===== config.mk =====
export PLATFORM = sky130hd
export DESIGN_NAME = bba_ctrl_flat
export DESIGN_NICKNAME = d
export VERILOG_FILES = /design/src/rtl/bba_pkg.sv /design/src/rtl/bba_req_if.sv /design/src/rtl/bba_rsp_if.sv /design/src/rtl/bba_ctrl.sv /design/src/flat_wrapper.sv
export SDC_FILE = /design/constraint.sdc
export NUM_CORES = 1
export LEC_CHECK = 0
export BUFFER_PORTS_ARGS = -buffer_cell sky130_fd_sc_hd__buf_4
export CAP_MARGIN = 10
export CORE_UTILIZATION = 30
export CTS_BUF_LIST = sky130_fd_sc_hd__clkbuf_8
export DETAILED_ROUTE_END_ITERATION = 8
export SLEW_MARGIN = 20
export SYNTH_ARGS = -nofsm -noshare
export SYNTH_HDL_FRONTEND = slang
export SYNTH_SLANG_ARGS = --single-unit

===== constraint.sdc =====
create_clock -name clock -period 12.85 [get_ports clock]
set_clock_uncertainty 0.05 [all_clocks]
set_input_delay 1.9275 -clock clock [delete_from_list [all_inputs] [get_ports clock]]
set_output_delay 1.9275 -clock clock [all_outputs]
set_load 0.005 [all_outputs]

===== src/rtl/bba_pkg.sv =====
package bba_pkg;

   // defaults for the top-level parameters
   localparam int MAX_BLOCKS_DEF = 65536;
   localparam int WORD_BITS_DEF  = 32;

   // fixed field widths
   localparam int BLOCK_W    = 17;
   localparam int OFFSET_W   = 16;
   localparam int COUNT_W    = 17;
   localparam int STATUS_W   = 2;
   localparam int CSR_IDX_W  = 1;
   localparam int CSR_DATA_W = 17;

   localparam logic [COUNT_W-1:0] COUNT_RESET = 17'h10000;

   // result status codes
   typedef enum logic [STATUS_W-1:0] {
      STATUS_OK    = 2'd0,
      STATUS_FULL  = 2'd1,
      STATUS_RANGE = 2'd2,
      STATUS_FREE  = 2'd3
   } status_type;

   // configuration register indexes
   typedef enum logic [CSR_IDX_W-1:0] {
      CSR_COUNT  = 1'b0,
      CSR_OFFSET = 1'b1
   } csr_index_type;

   // memory port strobes from the sequencer to the bitmap store
   typedef struct packed {
      logic rd_en;
      logic wr_en;
   } mem_ctl_type;

endpackage


===== src/rtl/bba_req_if.sv =====
interface bba_req_if import bba_pkg::*; ();
   logic               valid;
   logic               ready;
   logic               kind;
   logic [BLOCK_W-1:0] block_number;

   modport source (output valid, kind, block_number, input ready);
   modport sink   (input valid, kind, block_number, output ready);
endinterface


===== src/rtl/bba_rsp_if.sv =====
interface bba_rsp_if import bba_pkg::*; ();
   logic                valid;
   logic                ready;
   logic [BLOCK_W-1:0]  allocated_block;
   logic [STATUS_W-1:0] status;
   logic [COUNT_W-1:0]  used_count;

   modport source (output valid, allocated_block, status, used_count, input ready);
   modport sink   (input valid, allocated_block, status, used_count, output ready);
endinterface


===== src/rtl/bba_ctrl.sv =====
module bba_ctrl import bba_pkg::*; #(
   parameter int MAX_BLOCKS = MAX_BLOCKS_DEF,
   parameter int WORD_BITS  = WORD_BITS_DEF,
   parameter int DEPTH      = 2048,
   parameter int AW         = 11
) (
   input  logic                  clock,
   input  logic                  reset,
   bba_req_if.sink               req_chan,
   bba_rsp_if.source             rsp_chan,
   input  logic                  csr_we,
   input  logic [CSR_IDX_W-1:0]  csr_index,
   input  logic [CSR_DATA_W-1:0] csr_wdata,
   output mem_ctl_type           mem_ctl,
   output logic [AW-1:0]         rd_addr,
   output logic [AW-1:0]         wr_addr,
   output logic [WORD_BITS-1:0]  wr_data,
   input  logic [WORD_BITS-1:0]  rd_data
);

   localparam int PW        = $clog2(DEPTH + 1);
   localparam int BASE_W    = $clog2(DEPTH * WORD_BITS + WORD_BITS + 1);
   localparam int BIT_W     = $clog2(WORD_BITS);
   // index / WORD_BITS by reciprocal multiply, off by at most one low
   localparam int DIV_SHIFT = 24;
   localparam int RECIP     = (1 << DIV_SHIFT) / WORD_BITS;
   localparam int RECIP_W   = $clog2(RECIP + 1);
   localparam int PROD_W    = BLOCK_W + RECIP_W;
   localparam int QW        = PROD_W - DIV_SHIFT;

   typedef enum logic [5:0] {
      ST_IDLE   = 6'b000001,
      ST_SCAN   = 6'b000010,
      ST_FCHECK = 6'b000100,
      ST_FSPLIT = 6'b001000,
      ST_FDATA  = 6'b010000,
      ST_RESP   = 6'b100000
   } state_type;

   state_type            state_ff, state_in;
   logic [BLOCK_W-1:0]   bnum_ff, bnum_in;
   logic [COUNT_W-1:0]   cnt_cfg_ff, cnt_cfg_in;
   logic [OFFSET_W-1:0]  off_ff, off_in;
   logic [COUNT_W-1:0]   used_ff, used_in;
   logic [PW-1:0]        ptr_ff, ptr_in;
   logic [BASE_W-1:0]    base_ff, base_in;
   logic                 pend_ff, pend_in;
   logic [AW-1:0]        pend_addr_ff, pend_addr_in;
   logic [BASE_W-1:0]    pend_base_ff, pend_base_in;
   logic [BLOCK_W-1:0]   idx_ff, idx_in;
   logic [PROD_W-1:0]    prod_ff, prod_in;
   logic [BIT_W-1:0]     bit_ff, bit_in;
   logic [BLOCK_W-1:0]   res_blk_ff, res_blk_in;
   status_type           res_st_ff, res_st_in;
   logic                 out_valid_ff, out_valid_in;
   logic [BLOCK_W-1:0]   out_blk_ff, out_blk_in;
   logic [STATUS_W-1:0]  out_st_ff, out_st_in;
   logic [COUNT_W-1:0]   out_used_ff, out_used_in;

   logic [COUNT_W-1:0]   eff_cnt;
   logic [31:0]          limit;
   logic [WORD_BITS-1:0] allowed;
   logic [WORD_BITS-1:0] free_vec;
   logic                 found;
   logic [BIT_W-1:0]     hit_bit;
   logic                 issue;
   logic [BLOCK_W-1:0]   idx_sub;
   logic                 out_of_range;
   logic [QW-1:0]        q_est;
   logic [QW-1:0]        q_fix;
   logic [31:0]          rem;
   logic [31:0]          rem_fix;
   logic                 load_out;

   // a count above capacity acts as capacity
   assign eff_cnt = (32'(cnt_cfg_ff) > 32'(MAX_BLOCKS)) ? COUNT_W'(MAX_BLOCKS) : cnt_cfg_ff;

   // clear bits of the word in hand that lie below the block count
   always_comb begin
      limit = 32'(eff_cnt) - 32'(pend_base_ff);
      for (int b = 0; b < WORD_BITS; b++) begin
         allowed[b] = 32'(b) < limit;
      end
      free_vec = ~rd_data & allowed;
      found    = |free_vec;
      hit_bit  = '0;
      for (int b = WORD_BITS - 1; b >= 0; b--) begin
         if (free_vec[b]) begin
            hit_bit = BIT_W'(b);
         end
      end
   end

   // free: index, range check, word and bit split
   always_comb begin
      idx_sub      = bnum_ff - BLOCK_W'(off_ff);
      out_of_range = (bnum_ff < BLOCK_W'(off_ff)) || (idx_sub >= eff_cnt);
      q_est        = prod_ff[PROD_W-1:DIV_SHIFT];
      rem          = 32'(idx_ff) - 32'(q_est) * 32'(WORD_BITS);
      q_fix        = q_est;
      rem_fix      = rem;
      if (rem >= 32'(WORD_BITS)) begin
         q_fix   = q_est + QW'(1);
         rem_fix = rem - 32'(WORD_BITS);
      end
   end

   assign issue    = (32'(base_ff) < 32'(eff_cnt)) && !(pend_ff && found);
   assign load_out = (state_ff == ST_RESP) && (!out_valid_ff || rsp_chan.ready);

   // sequencer
   always_comb begin
      state_in     = state_ff;
      bnum_in      = bnum_ff;
      used_in      = used_ff;
      ptr_in       = ptr_ff;
      base_in      = base_ff;
      pend_in      = 1'b0;
      pend_addr_in = pend_addr_ff;
      pend_base_in = pend_base_ff;
      idx_in       = idx_ff;
      prod_in      = prod_ff;
      bit_in       = bit_ff;
      res_blk_in   = res_blk_ff;
      res_st_in    = res_st_ff;
      mem_ctl      = '0;
      rd_addr      = AW'(ptr_ff);
      wr_addr      = pend_addr_ff;
      wr_data      = rd_data | (WORD_BITS'(1) << hit_bit);

      unique case (state_ff)
         ST_IDLE: begin
            if (req_chan.valid) begin
               bnum_in    = req_chan.block_number;
               res_blk_in = '0;
               ptr_in     = '0;
               base_in    = '0;
               state_in   = req_chan.kind ? ST_FCHECK : ST_SCAN;
            end
         end
         ST_SCAN: begin
            // read one word a cycle, test the word read the cycle before
            if (issue) begin
               mem_ctl.rd_en = 1'b1;
               pend_in       = 1'b1;
               pend_addr_in  = AW'(ptr_ff);
               pend_base_in  = base_ff;
               ptr_in        = ptr_ff + PW'(1);
               base_in       = base_ff + BASE_W'(WORD_BITS);
            end
            if (pend_ff && found) begin
               mem_ctl.wr_en = 1'b1;
               used_in       = used_ff + COUNT_W'(1);
               res_blk_in    = BLOCK_W'(off_ff) + BLOCK_W'(pend_base_ff) + BLOCK_W'(hit_bit);
               res_st_in     = STATUS_OK;
               state_in      = ST_RESP;
            end else if (!pend_ff && !issue) begin
               res_st_in = STATUS_FULL;
               state_in  = ST_RESP;
            end
         end
         ST_FCHECK: begin
            idx_in  = idx_sub;
            prod_in = PROD_W'(idx_sub) * PROD_W'(RECIP);
            if (out_of_range) begin
               res_st_in = STATUS_RANGE;
               state_in  = ST_RESP;
            end else begin
               state_in = ST_FSPLIT;
            end
         end
         ST_FSPLIT: begin
            mem_ctl.rd_en = 1'b1;
            rd_addr       = AW'(q_fix);
            pend_addr_in  = AW'(q_fix);
            bit_in        = BIT_W'(rem_fix);
            state_in      = ST_FDATA;
         end
         ST_FDATA: begin
            wr_data = rd_data & ~(WORD_BITS'(1) << bit_ff);
            if (rd_data[bit_ff]) begin
               mem_ctl.wr_en = 1'b1;
               if (used_ff != '0) begin
                  used_in = used_ff - COUNT_W'(1);
               end
               res_st_in = STATUS_OK;
            end else begin
               res_st_in = STATUS_FREE;
            end
            state_in = ST_RESP;
         end
         ST_RESP: begin
            if (load_out) begin
               state_in = ST_IDLE;
            end
         end
         default: begin
            state_in = ST_IDLE;
         end
      endcase
   end

   // output word register
   always_comb begin
      out_valid_in = out_valid_ff && !rsp_chan.ready;
      out_blk_in   = out_blk_ff;
      out_st_in    = out_st_ff;
      out_used_in  = out_used_ff;
      if (load_out) begin
         out_valid_in = 1'b1;
         out_blk_in   = res_blk_ff;
         out_st_in    = res_st_ff;
         out_used_in  = used_ff;
      end
   end

   // configuration writes
   always_comb begin
      cnt_cfg_in = cnt_cfg_ff;
      off_in     = off_ff;
      if (csr_we) begin
         unique case (csr_index_type'(csr_index))
            CSR_COUNT:  cnt_cfg_in = csr_wdata;
            CSR_OFFSET: off_in     = csr_wdata[OFFSET_W-1:0];
            default:    cnt_cfg_in = cnt_cfg_ff;
         endcase
      end
   end

   always_ff @(posedge clock) begin
      if (reset) begin
         state_ff     <= ST_IDLE;
         used_ff      <= '0;
         pend_ff      <= 1'b0;
         out_valid_ff <= 1'b0;
         cnt_cfg_ff   <= COUNT_RESET;
         off_ff       <= '0;
         ptr_ff       <= '0;
         base_ff      <= '0;
      end else begin
         state_ff     <= state_in;
         used_ff      <= used_in;
         pend_ff      <= pend_in;
         out_valid_ff <= out_valid_in;
         cnt_cfg_ff   <= cnt_cfg_in;
         off_ff       <= off_in;
         ptr_ff       <= ptr_in;
         base_ff      <= base_in;
      end
   end

   always_ff @(posedge clock) begin
      bnum_ff      <= bnum_in;
      pend_addr_ff <= pend_addr_in;
      pend_base_ff <= pend_base_in;
      idx_ff       <= idx_in;
      prod_ff      <= prod_in;
      bit_ff       <= bit_in;
      res_blk_ff   <= res_blk_in;
      res_st_ff    <= res_st_in;
      out_blk_ff   <= out_blk_in;
      out_st_ff    <= out_st_in;
      out_used_ff  <= out_used_in;
   end

   assign req_chan.ready           = (state_ff == ST_IDLE);
   assign rsp_chan.valid           = out_valid_ff;
   assign rsp_chan.allocated_block = out_blk_ff;
   assign rsp_chan.status          = out_st_ff;
   assign rsp_chan.used_count      = out_used_ff;

endmodule


===== src/flat_wrapper.sv =====
// flat-port wrapper written by rule: the top's interface ports become plain ports
module bba_ctrl_flat import bba_pkg::*;
#(
   parameter int MAX_BLOCKS = MAX_BLOCKS_DEF,
   parameter int WORD_BITS  = WORD_BITS_DEF,
   parameter int DEPTH      = 2048,
   parameter int AW         = 11
)
  (clock, reset, csr_we, csr_index, csr_wdata, mem_ctl, rd_addr, wr_addr, wr_data, rd_data, req_chan_valid, req_chan_kind, req_chan_block_number, req_chan_ready, rsp_chan_valid, rsp_chan_allocated_block, rsp_chan_status, rsp_chan_used_count, rsp_chan_ready);
  bba_req_if req_chan_i ();
  bba_rsp_if rsp_chan_i ();
  input  logic clock;
  input  logic reset;
  input  logic csr_we;
  input  logic [CSR_IDX_W-1:0] csr_index;
  input  logic [CSR_DATA_W-1:0] csr_wdata;
  output mem_ctl_type mem_ctl;
  output logic [AW-1:0] rd_addr;
  output logic [AW-1:0] wr_addr;
  output logic [WORD_BITS-1:0] wr_data;
  input  logic [WORD_BITS-1:0] rd_data;
  input wire logic [$bits(req_chan_i.valid)-1:0] req_chan_valid;
  input wire logic [$bits(req_chan_i.kind)-1:0] req_chan_kind;
  input wire logic [$bits(req_chan_i.block_number)-1:0] req_chan_block_number;
  output wire logic [$bits(req_chan_i.ready)-1:0] req_chan_ready;
  output wire logic [$bits(rsp_chan_i.valid)-1:0] rsp_chan_valid;
  output wire logic [$bits(rsp_chan_i.allocated_block)-1:0] rsp_chan_allocated_block;
  output wire logic [$bits(rsp_chan_i.status)-1:0] rsp_chan_status;
  output wire logic [$bits(rsp_chan_i.used_count)-1:0] rsp_chan_used_count;
  input wire logic [$bits(rsp_chan_i.ready)-1:0] rsp_chan_ready;
  assign req_chan_i.valid = req_chan_valid;
  assign req_chan_i.kind = req_chan_kind;
  assign req_chan_i.block_number = req_chan_block_number;
  assign req_chan_ready = req_chan_i.ready;
  assign rsp_chan_valid = rsp_chan_i.valid;
  assign rsp_chan_allocated_block = rsp_chan_i.allocated_block;
  assign rsp_chan_status = rsp_chan_i.status;
  assign rsp_chan_used_count = rsp_chan_i.used_count;
  assign rsp_chan_i.ready = rsp_chan_ready;
  bba_ctrl #(.MAX_BLOCKS(MAX_BLOCKS), .WORD_BITS(WORD_BITS), .DEPTH(DEPTH), .AW(AW)) u_core (.clock(clock), .reset(reset), .req_chan(req_chan_i), .rsp_chan(rsp_chan_i), .csr_we(csr_we), .csr_index(csr_index), .csr_wdata(csr_wdata), .mem_ctl(mem_ctl), .rd_addr(rd_addr), .wr_addr(wr_addr), .wr_data(wr_data), .rd_data(rd_data));
endmodule

==> results of run 1 <==
[layout make-up]
| cell class | instances | area [um^2] | area share (%) |
|---|---|---|---|
| multi-input cells | 1059 | 7300 | 48.4 |
| flip-flops and latches | 197 | 5100 | 33.9 |
| repair buffers | 171 | 1280 | 8.51 |
| well taps | 539 | 674 | 4.47 |
| inverters | 84 | 315 | 2.09 |
| clock buffers | 18 | 248 | 1.64 |
| clock inverters | 14 | 156 | 1.04 |
[placed cells by master (no fill, tap or decap), types with 24 or more instances in the layout]
cell type	Yosys	layout
a21oi_1	102	101
nor3_1	24	24
edfxtp_1	116	116
nand2_1	173	173
ha_1	112	112
inv_1	81	84
xnor2_1	39	39
o21ai_0	75	75
dfxtp_1	81	81
nor2_1	98	97
a21o_1	25	25
buf_4	1	171
[routing by layer]
metal	vias up	track usage (%)	routed length, um
met1	5310	24.3	18000
met2	398	28.4	17700
met4	0	6.31	1170
met3	95	4.49	2930
met5	-	0	0
li1	5390	-	-
[state kept, by name, indices dropped and copies added, names as in the netlist, 12 cells and up]
| signal | flops |
|---|---|
| u_core.base_ff | 12 |
| u_core.bnum_ff | 17 |
| u_core.cnt_cfg_ff | 17 |
| u_core.idx_ff | 16 |
| u_core.off_ff | 16 |
| u_core.pend_base_ff | 12 |
| u_core.res_blk_ff | 17 |
| u_core.rsp_chan.allocated_block | 17 |
| u_core.rsp_chan.used_count | 17 |
| u_core.used_ff | 17 |
[cells in the mapped netlist (all sizes together) (9+ instances only)]
library cell  number  area, um^2
or2               14        87.6
xor2              15         131
ha               112        1400
and2              15        93.8
inv               82         308
nand2            173         649
a21o              25         188
nor2b             19         119
edfxtp           116        3480
a21boi             9        67.6
nor3              26         140
a211oi            12        95.1
o21bai            12        90.1
dfxtp             81        1620
mux2i             17         170
and3               9        56.3
o21a              15         114
o211ai             9        67.6
a21oi            102         510
nand4             18         125
mux4              10         225
clkbuf            39         146
buf               11        66.3
or3               14        97.6
nand2b            14        87.6
o21ai             94         470
nor4              24         163
or4                9        71.3
xnor2             39         342
nand3             20         105
a31oi              9        56.3
o31ai             23         173
nor2              98         368
[power breakdown]
group	switching [mW]	total [mW]	internal, mW
registers	0.0136	0.703	0.690
logic	0.154	0.256	0.102
clock network	0.220	0.416	0.196
[metrics by stage]
step / cell area (um^2) / utilization (%) / hold WS (ps) / std cells / setup slack, ps
global placement: 14700 / 34.7 / 352 / 2050 / 4480
floorplan: 12900 / - / 350 / 1390 / 5310
CTS: 15100 / 35.7 / 378 / 2082 / 3770
detailed placement: 14700 / 34.7 / 355 / 2050 / 4260
global route: 15100 / 35.7 / 382 / 2082 / 3740
finish: 15100 / 35.7 / 378 / 2082 / 4070
[worst paths after layout]
path,start,endpoint,slack (ps),depth (start not counted)
hold reg to reg,u_core.idx_ff[2]$_DFFE_PP_,u_core.bit_ff[2]$_DFFE_PP_,380,0
setup reg to reg,u_core.cnt_cfg_ff[16]$_SDFFE_PP1P_,u_core.res_blk_ff[15]$_SDFFCE_PN0P_,4380,29
hold / removal,u_core.idx_ff[2]$_DFFE_PP_,u_core.bit_ff[2]$_DFFE_PP_,380,0
setup / recovery,u_core.cnt_cfg_ff[16]$_SDFFE_PP1P_,wr_data[26],4070,17
[kinds of logic after synthesis]
logic type / Yosys count / share of synthesized area (%)
compound gates: 376 / 19.4
xor+xnor: 54 / 3.66
fa+ha+maj: 115 / 11.3
buf+inv: 134 / 4.09
flops: 197 / 39.5
mux: 28 / 3.15
other cells: 2 / 0.0582
simple gates: 484 / 18.8
[critical path: stages (launching register included)]
cell,delay [ps]
dfxtp_1,560
inv_1,340
nand2_1,260
inv_1,70
ha_1,370
a21oi_1,330
o21ai_0,140
o22ai_1,300
a21oi_1,230
or4_1,740
a2111oi_0,430
a21o_1,260
nor3_1,80
or4b_1,500
o31ai_1,650
nand2b_1,420
o31ai_1,440
buf_4,180
==> flow_summary.yaml, run 1 <==
min_path:
  hp-class: "reg -> reg"
grt:
  grt_pass1_wl_um: 61400
  grt_pass1_vias: 10800
  overflow: 0
  grtUsageTotal_pct: 18.2
  antenna_found_initial: 1
  grt_max_degree: 59
worst_setup_path:
  worstPathRequired_ps: 10870
  cp-start-kind: "flop"
  crit_arrival_ps: 6800
  cp-end-kind: "output port"
  crit_fanout: 16
  crit_type: "reg -> out"
synthesis:
  synth_cells: 1390
  ys_seq_elements: 197
  async_flop_share_pct: 0
  synth_nets: 1578
  netlist_area_um2: 12900
  yosys_warnings: 0
  yosysSeqAreaShare_pct: 39.5
  synth-edff-count: 116
  synth.avg_cell_area_um2: 9.29
  ys.flop_type: "edfxtp_1"
  synth.distinct_cells: 96
sta:
  fmax_mhz: 114
  worst_slew_pin_slew_ps: 987
  hold_violations: 0
  setup-violations-final: 0
  rsz0062_at_grt: "no"
  fin_crit_ps: 8780
  setup_tns_ps: 0
  maxSlewHeadroom_pct: 34.1
  drv_slew: 0
  post-route-period-util_pct: 68.3
floorplanning:
  die_w_um: 209
  num_rows: 75
  dieHeight_um: 209
  die-area_um2: 43900
  core-area_um2: 42200
  start_util_pct: 30.6
  io_pins: 167
route:
  routed_wirelength_um: 39800
  first_pass_iters: 5
  final_antenna_net_count: 0
  routedWlPerCell_um: 19.1
  avgViaCountPerCell: 5.38
  dr.first_iter.drc_count: 955
  vias: 11200
  drc: 0
clock_tree:
  cts_tree: "done"
  hold_buffers: 0
  clk_pin_slew_worst_paths_ps: 100
  postCtsSetupRepairBufs: 0
  root_buffer: "clkbuf_8"
  clk_path_buf_depth: 2
  cts_htree_levels: 4
  clock_sinks: 197
  clk_latency_ps: 490
  cts-resized-gates: 0
  cts_buffers: 17
layout:
  areaGrowthSynthToFinish_pct: 16.8
  layout-drive-gt1-share_pct: 16.2
  fill_cells: 4259
  final_net_count: 1718
  n_antenna_cell: 0
power_and_ir_drop:
  power.density_nw_per_um2: 91.2
  fin_total_pwr_mw: 1.38
  peakVddDrop_uv: 80.0
  power.leakage_nw: 6.15
placed_design:
  portBuffers: 166
  place_congestion: 0.966
  hpwlAfterDp_um: 31700
job:
  max_cap_violations: 0
outcome:
  status: "finished clean"
(Power assumes the default switching activity.)
==> inputs of run 2 (changes only) <==
Clock period 12.85 ns to 8.2 ns, I/O delays scaled along.
==> flow_summary.yaml, run 2 (synthesized netlist as in run 1, its figures left out) <==
outcome:
  status: "finished clean"
route:
  top_layer: "met4"
  drc: 0
  routedWlPerCell_um: 18.8
  avgViaCountPerCell: 5.34
  wl_met3_um: 2410
  wirelength_met1_um: 18300
  vias: 11200
  dr.first_iter.drc_count: 907
  first_pass_iters: 6
  routed_wirelength_um: 39400
  wl_met2_um: 17800
  final_antenna_net_count: 0
clock_tree:
  clk_pin_slew_worst_paths_ps: 110
  clock_sinks: 197
  clk_path_buf_depth: 2
  cts_htree_levels: 4
  root_buffer: "clkbuf_8"
  clk_latency_ps: 500
  cts_tree: "done"
  cts_buffers: 17
grt:
  grtUsageTotal_pct: 17.9
  grt_pass1_vias: 10600
  grt_max_degree: 59
  grt_pass1_wl_um: 60500
  overflow: 0
  antenna_found_initial: 0
sta:
  drv_slew: 0
  setup_slack_ps: 542
  fin_crit_ps: 7660
  worst_slew_pin_slew_ps: 1170
  setup-violations-final: 0
  timing.hold.ws_ps: 378
  maxSlewHeadroom_pct: 22.3
  hold_violations: 0
  fmax_mhz: 131
  setup_tns_ps: 0
  rsz0062_at_grt: "no"
  post-route-period-util_pct: 93.4
placed_design:
  dpl.cell_count: 2060
  dp_slack_ps: 217
  place_congestion: 0.971
  place_area_um2: 14700
  hpwlAfterDp_um: 31600
  portBuffers: 166
worst_setup_path:
  crit_fanout: 15
  cpMaxStageDelayCell: "or4b_1"
  cp-start-kind: "flop"
  worstPathRequired_ps: 8390
  cp-end-kind: "flop"
  crit_type: "reg -> reg"
  worst_path_largest_cell_delay_ps: 490
  path_common_cell: "a21oi_1"
  crit_arrival_ps: 7850
power_and_ir_drop:
  power.leakage_nw: 6.24
  fin_total_pwr_mw: 2.15
  peakVddDrop_uv: 94.1
  power.density_nw_per_um2: 141
layout:
  fill_cells: 4303
  design_area_um2: 15200
  fin_util_pct: 36.1
  areaGrowthSynthToFinish_pct: 18.0
  final_net_count: 1732
  layoutNonFillerInstCount: 2096
  final_common_cell: "buf_4"
  n_antenna_cell: 0
  final_cell_mix: "buf_4, nand2_1, edfxtp_1"
  layout-drive-gt1-share_pct: 17.7
min_path:
  hp-class: "reg -> reg"
floorplanning:
  dieHeight_um: 209
  core-area_um2: 42200
  start_util_pct: 30.6
  die-area_um2: 43900
  io_pins: 167
  num_rows: 75
  die_w_um: 209
job:
  max_cap_violations: 0
-- run 2: final timing paths --
check	start	to	slack, ps	cells past startpoint
max	u_core.cnt_cfg_ff[0]$_SDFFE_PP0P_	u_core.res_blk_ff[15]$_SDFFCE_PN0P_	540	31
min reg2reg	u_core.res_blk_ff[10]$_SDFFCE_PN0P_	u_core.rsp_chan.allocated_block[10]$_DFFE_PP_	380	0
max reg2reg	u_core.cnt_cfg_ff[0]$_SDFFE_PP0P_	u_core.res_blk_ff[15]$_SDFFCE_PN0P_	540	31
min	u_core.res_blk_ff[10]$_SDFFCE_PN0P_	u_core.rsp_chan.allocated_block[10]$_DFFE_PP_	380	0
-- run 2: timing repair --
action                                  4_1_cts  5_1_grt
hold buffers                                  0        0
setup buffers                                 0        4
endpoints found under the setup margin        0       16
gates resized for setup                       0       11
-- run 2: layer usage --
| layer | global-route usage (%) | vias up |
|---|---|---|
| met2 | 28.1 | 381 |
| met1 | 24.7 | 5321 |
| met3 | 3.53 | 60 |
| met4 | 5.27 | 0 |
| li1 | - | 5430 |
| met5 | 0 | - |
-- run 2: critical path: cells and delay by family, from the launching register on --
family / cells / cell delay [ps]
flops: 1 / 400
compound gates: 17 / 3790
simple gates: 8 / 1700
fa+ha+maj: 4 / 1240
buf+inv: 1 / 80
xor+xnor: 1 / 140
-- run 2: area by class of cell --
| cell class | instances | area [um^2] | area share [%] |
|---|---|---|---|
| Tap cell | 539 | 674 | 4.43 |
| Clock buffer | 17 | 234 | 1.54 |
| Timing Repair Buffer | 185 | 1390 | 9.12 |
| Sequential cell | 197 | 5100 | 33.5 |
| Multi-Input combinational cell | 1059 | 7350 | 48.2 |
| Inverter | 84 | 315 | 2.07 |
| Clock inverter | 15 | 170 | 1.12 |
-- run 2: power breakdown --
group          switching [mW]  internal, mW
clock network           0.366         0.280
registers              0.0212          1.08
logic                   0.238         0.161
total                   0.626          1.52
==> inputs of run 3 (changes only) <==
Settings changed: PLACE_DENSITY set to 0.46.
==> flow_summary.yaml, run 3 (synthesized netlist as in run 1, its figures left out) <==
worst_setup_path:
  crit_arrival_ps: 7890
  crit_fanout: 15
  cp-end-kind: "flop"
  cp-start-kind: "flop"
  crit_type: "reg -> reg"
  critical_path_buf_inv_count: 2
  worst_path_largest_cell_delay_ps: 490
  critPathTopFamily: "compound AO/OA/AOI/OAI gates"
  worstPathRequired_ps: 8390
  cpMaxStageDelayCell: "a311o_4"
  path_common_cell: "a21oi_1"
sta:
  setup-violations-final: 0
  fmax_mhz: 130
  maxSlewHeadroom_pct: 33.2
  post-route-period-util_pct: 93.8
  setup_slack_ps: 505
  setup_tns_ps: 0
  drv_slew: 0
  worst_slew_pin_slew_ps: 1000
  timing.hold.ws_ps: 378
  rsz0062_at_grt: "no"
  fin_crit_ps: 7700
  hold_violations: 0
grt:
  grt_pass1_vias: 10800
  grt_pass1_wl_um: 63200
  grt_use_met3_pct: 3.98
  use_met1_pct: 25.2
  grtUsageTotal_pct: 19.0
  grt_busiest_layer: "met2"
  overflow: 0
  grt_max_degree: 59
  grt.met2_usage_pct: 30.8
  antenna_found_initial: 1
layout:
  register_area_um2: 5100
  areaGrowthSynthToFinish_pct: 18.0
  final_common_cell: "buf_4"
  multi_input_area_um2: 7340
  n_antenna_cell: 0
  final_net_count: 1737
  fill_cells: 4351
  layout-drive-gt1-share_pct: 17.8
  final_cell_mix: "buf_4, nand2_1, edfxtp_1"
placed_design:
  portBuffers: 166
  dp_slack_ps: 223
  place_congestion: 0.969
  hpwlAfterDp_um: 33200
outcome:
  status: "finished clean"
route:
  drc: 0
  routed_wirelength_um: 41600
  vias: 11100
  final_antenna_net_count: 0
  dr.first_iter.drc_count: 800
  avgViaCountPerCell: 5.28
  routedWlPerCell_um: 19.8
  first_pass_iters: 7
clock_tree:
  cts_tree: "done"
  hold_buffers: 0
  clk_latency_ps: 510
  clk_pin_slew_worst_paths_ps: 100
  root_buffer: "clkbuf_8"
  cts_htree_levels: 4
  cts_buffers: 17
  clk_path_buf_depth: 2
  clock_sinks: 197
power_and_ir_drop:
  p_switching_mw: 0.624
  p_int_mw: 1.50
  peakVddDrop_uv: 99.3
  pwr-share-clk_pct: 29.0
  combPwrFrac_pct: 19.1
  power.density_nw_per_um2: 139
  switching_share_pct: 29.4
  seq_power_share_pct: 51.9
  power.leakage_nw: 6.26
floorplanning:
  die_w_um: 209
  die-area_um2: 43900
  io_pins: 167
  core-area_um2: 42200
  dieHeight_um: 209
  num_rows: 75
  start_util_pct: 30.6
job:
  max_cap_violations: 0
min_path:
  hp-class: "reg -> reg"
[run 3: changes by cell type in the layout (fill, tap and decap cells not counted), moves of 3 or more]
cell	change
clkinv_4	-3
clkinv_2	+4
inv_8	-3
buf_4	+5
[run 3: path summary, 6_finish.rpt]
| check | from | to | slack, ps | cells after the start |
|---|---|---|---|---|
| worst max register to register | u_core.cnt_cfg_ff[0]$_SDFFE_PP0P_ | u_core.res_blk_ff[15]$_SDFFCE_PN0P_ | 500 | 33 |
| worst min-delay path | u_core.idx_ff[2]$_DFFE_PP_ | u_core.bit_ff[2]$_DFFE_PP_ | 380 | 0 |
| worst max-delay path | u_core.cnt_cfg_ff[0]$_SDFFE_PP0P_ | u_core.res_blk_ff[15]$_SDFFCE_PN0P_ | 500 | 33 |
| worst min register to register | u_core.idx_ff[2]$_DFFE_PP_ | u_core.bit_ff[2]$_DFFE_PP_ | 380 | 0 |
[run 3: worst reg2reg max path: cells and delay by family (launching register included)]
family,cells,cell delay [ps]
compound gates,18,3990
simple gates,8,1580
fa+ha+maj,4,1130
flops,1,380
buf+inv,2,210
xor+xnor,1,140
[run 3: stage by stage]
stage	total power, mW	area [um^2]	cells	utilization [%]
5_1_grt	2.23	15200	2101	36.1
6_report	2.12	15200	2101	36.1
3_5_place_dp	1.53	14800	2065	35.0
2_1_floorplan	1.36	12900	1390	-
3_3_place_gp	1.53	14800	2065	35.0
4_1_cts	2.15	15100	2097	35.9
[run 3: final cells by class]
class                      instances  share of cell area (%)
timing repair buffer             190                    9.37
sequential                       197                    33.5
inverter                          84                    2.07
tap                              539                    4.43
clock inverter                    13                   0.698
multi-input combinational       1059                    48.2
clock buffer                      19                    1.72
[run 3: what timing repair did]
action                     CTS  global route
hold endpoints to repair     0             0
setup endpoints to repair    0            11
setup buffers                0             4
gates resized for setup      0            10
[run 3: power groups by stage]
| stage | clock (mW) | sequential, mW | combinational [mW] |
|---|---|---|---|
| 2_1_floorplan | 0 | 1.11 | 0.251 |
| 3_3_place_gp | 0 | 1.12 | 0.403 |
| 3_5_place_dp | 0 | 1.12 | 0.401 |
| 4_1_cts | 0.644 | 1.10 | 0.404 |
| 5_1_grt | 0.676 | 1.10 | 0.451 |
| 6_report | 0.615 | 1.10 | 0.406 |
[run 3: layer usage]
layer	wire length, um	vias to the layer above
met5	13	-
met4	954	2
met3	2420	53
met2	18900	329
met1	19300	5277
li1	-	5423
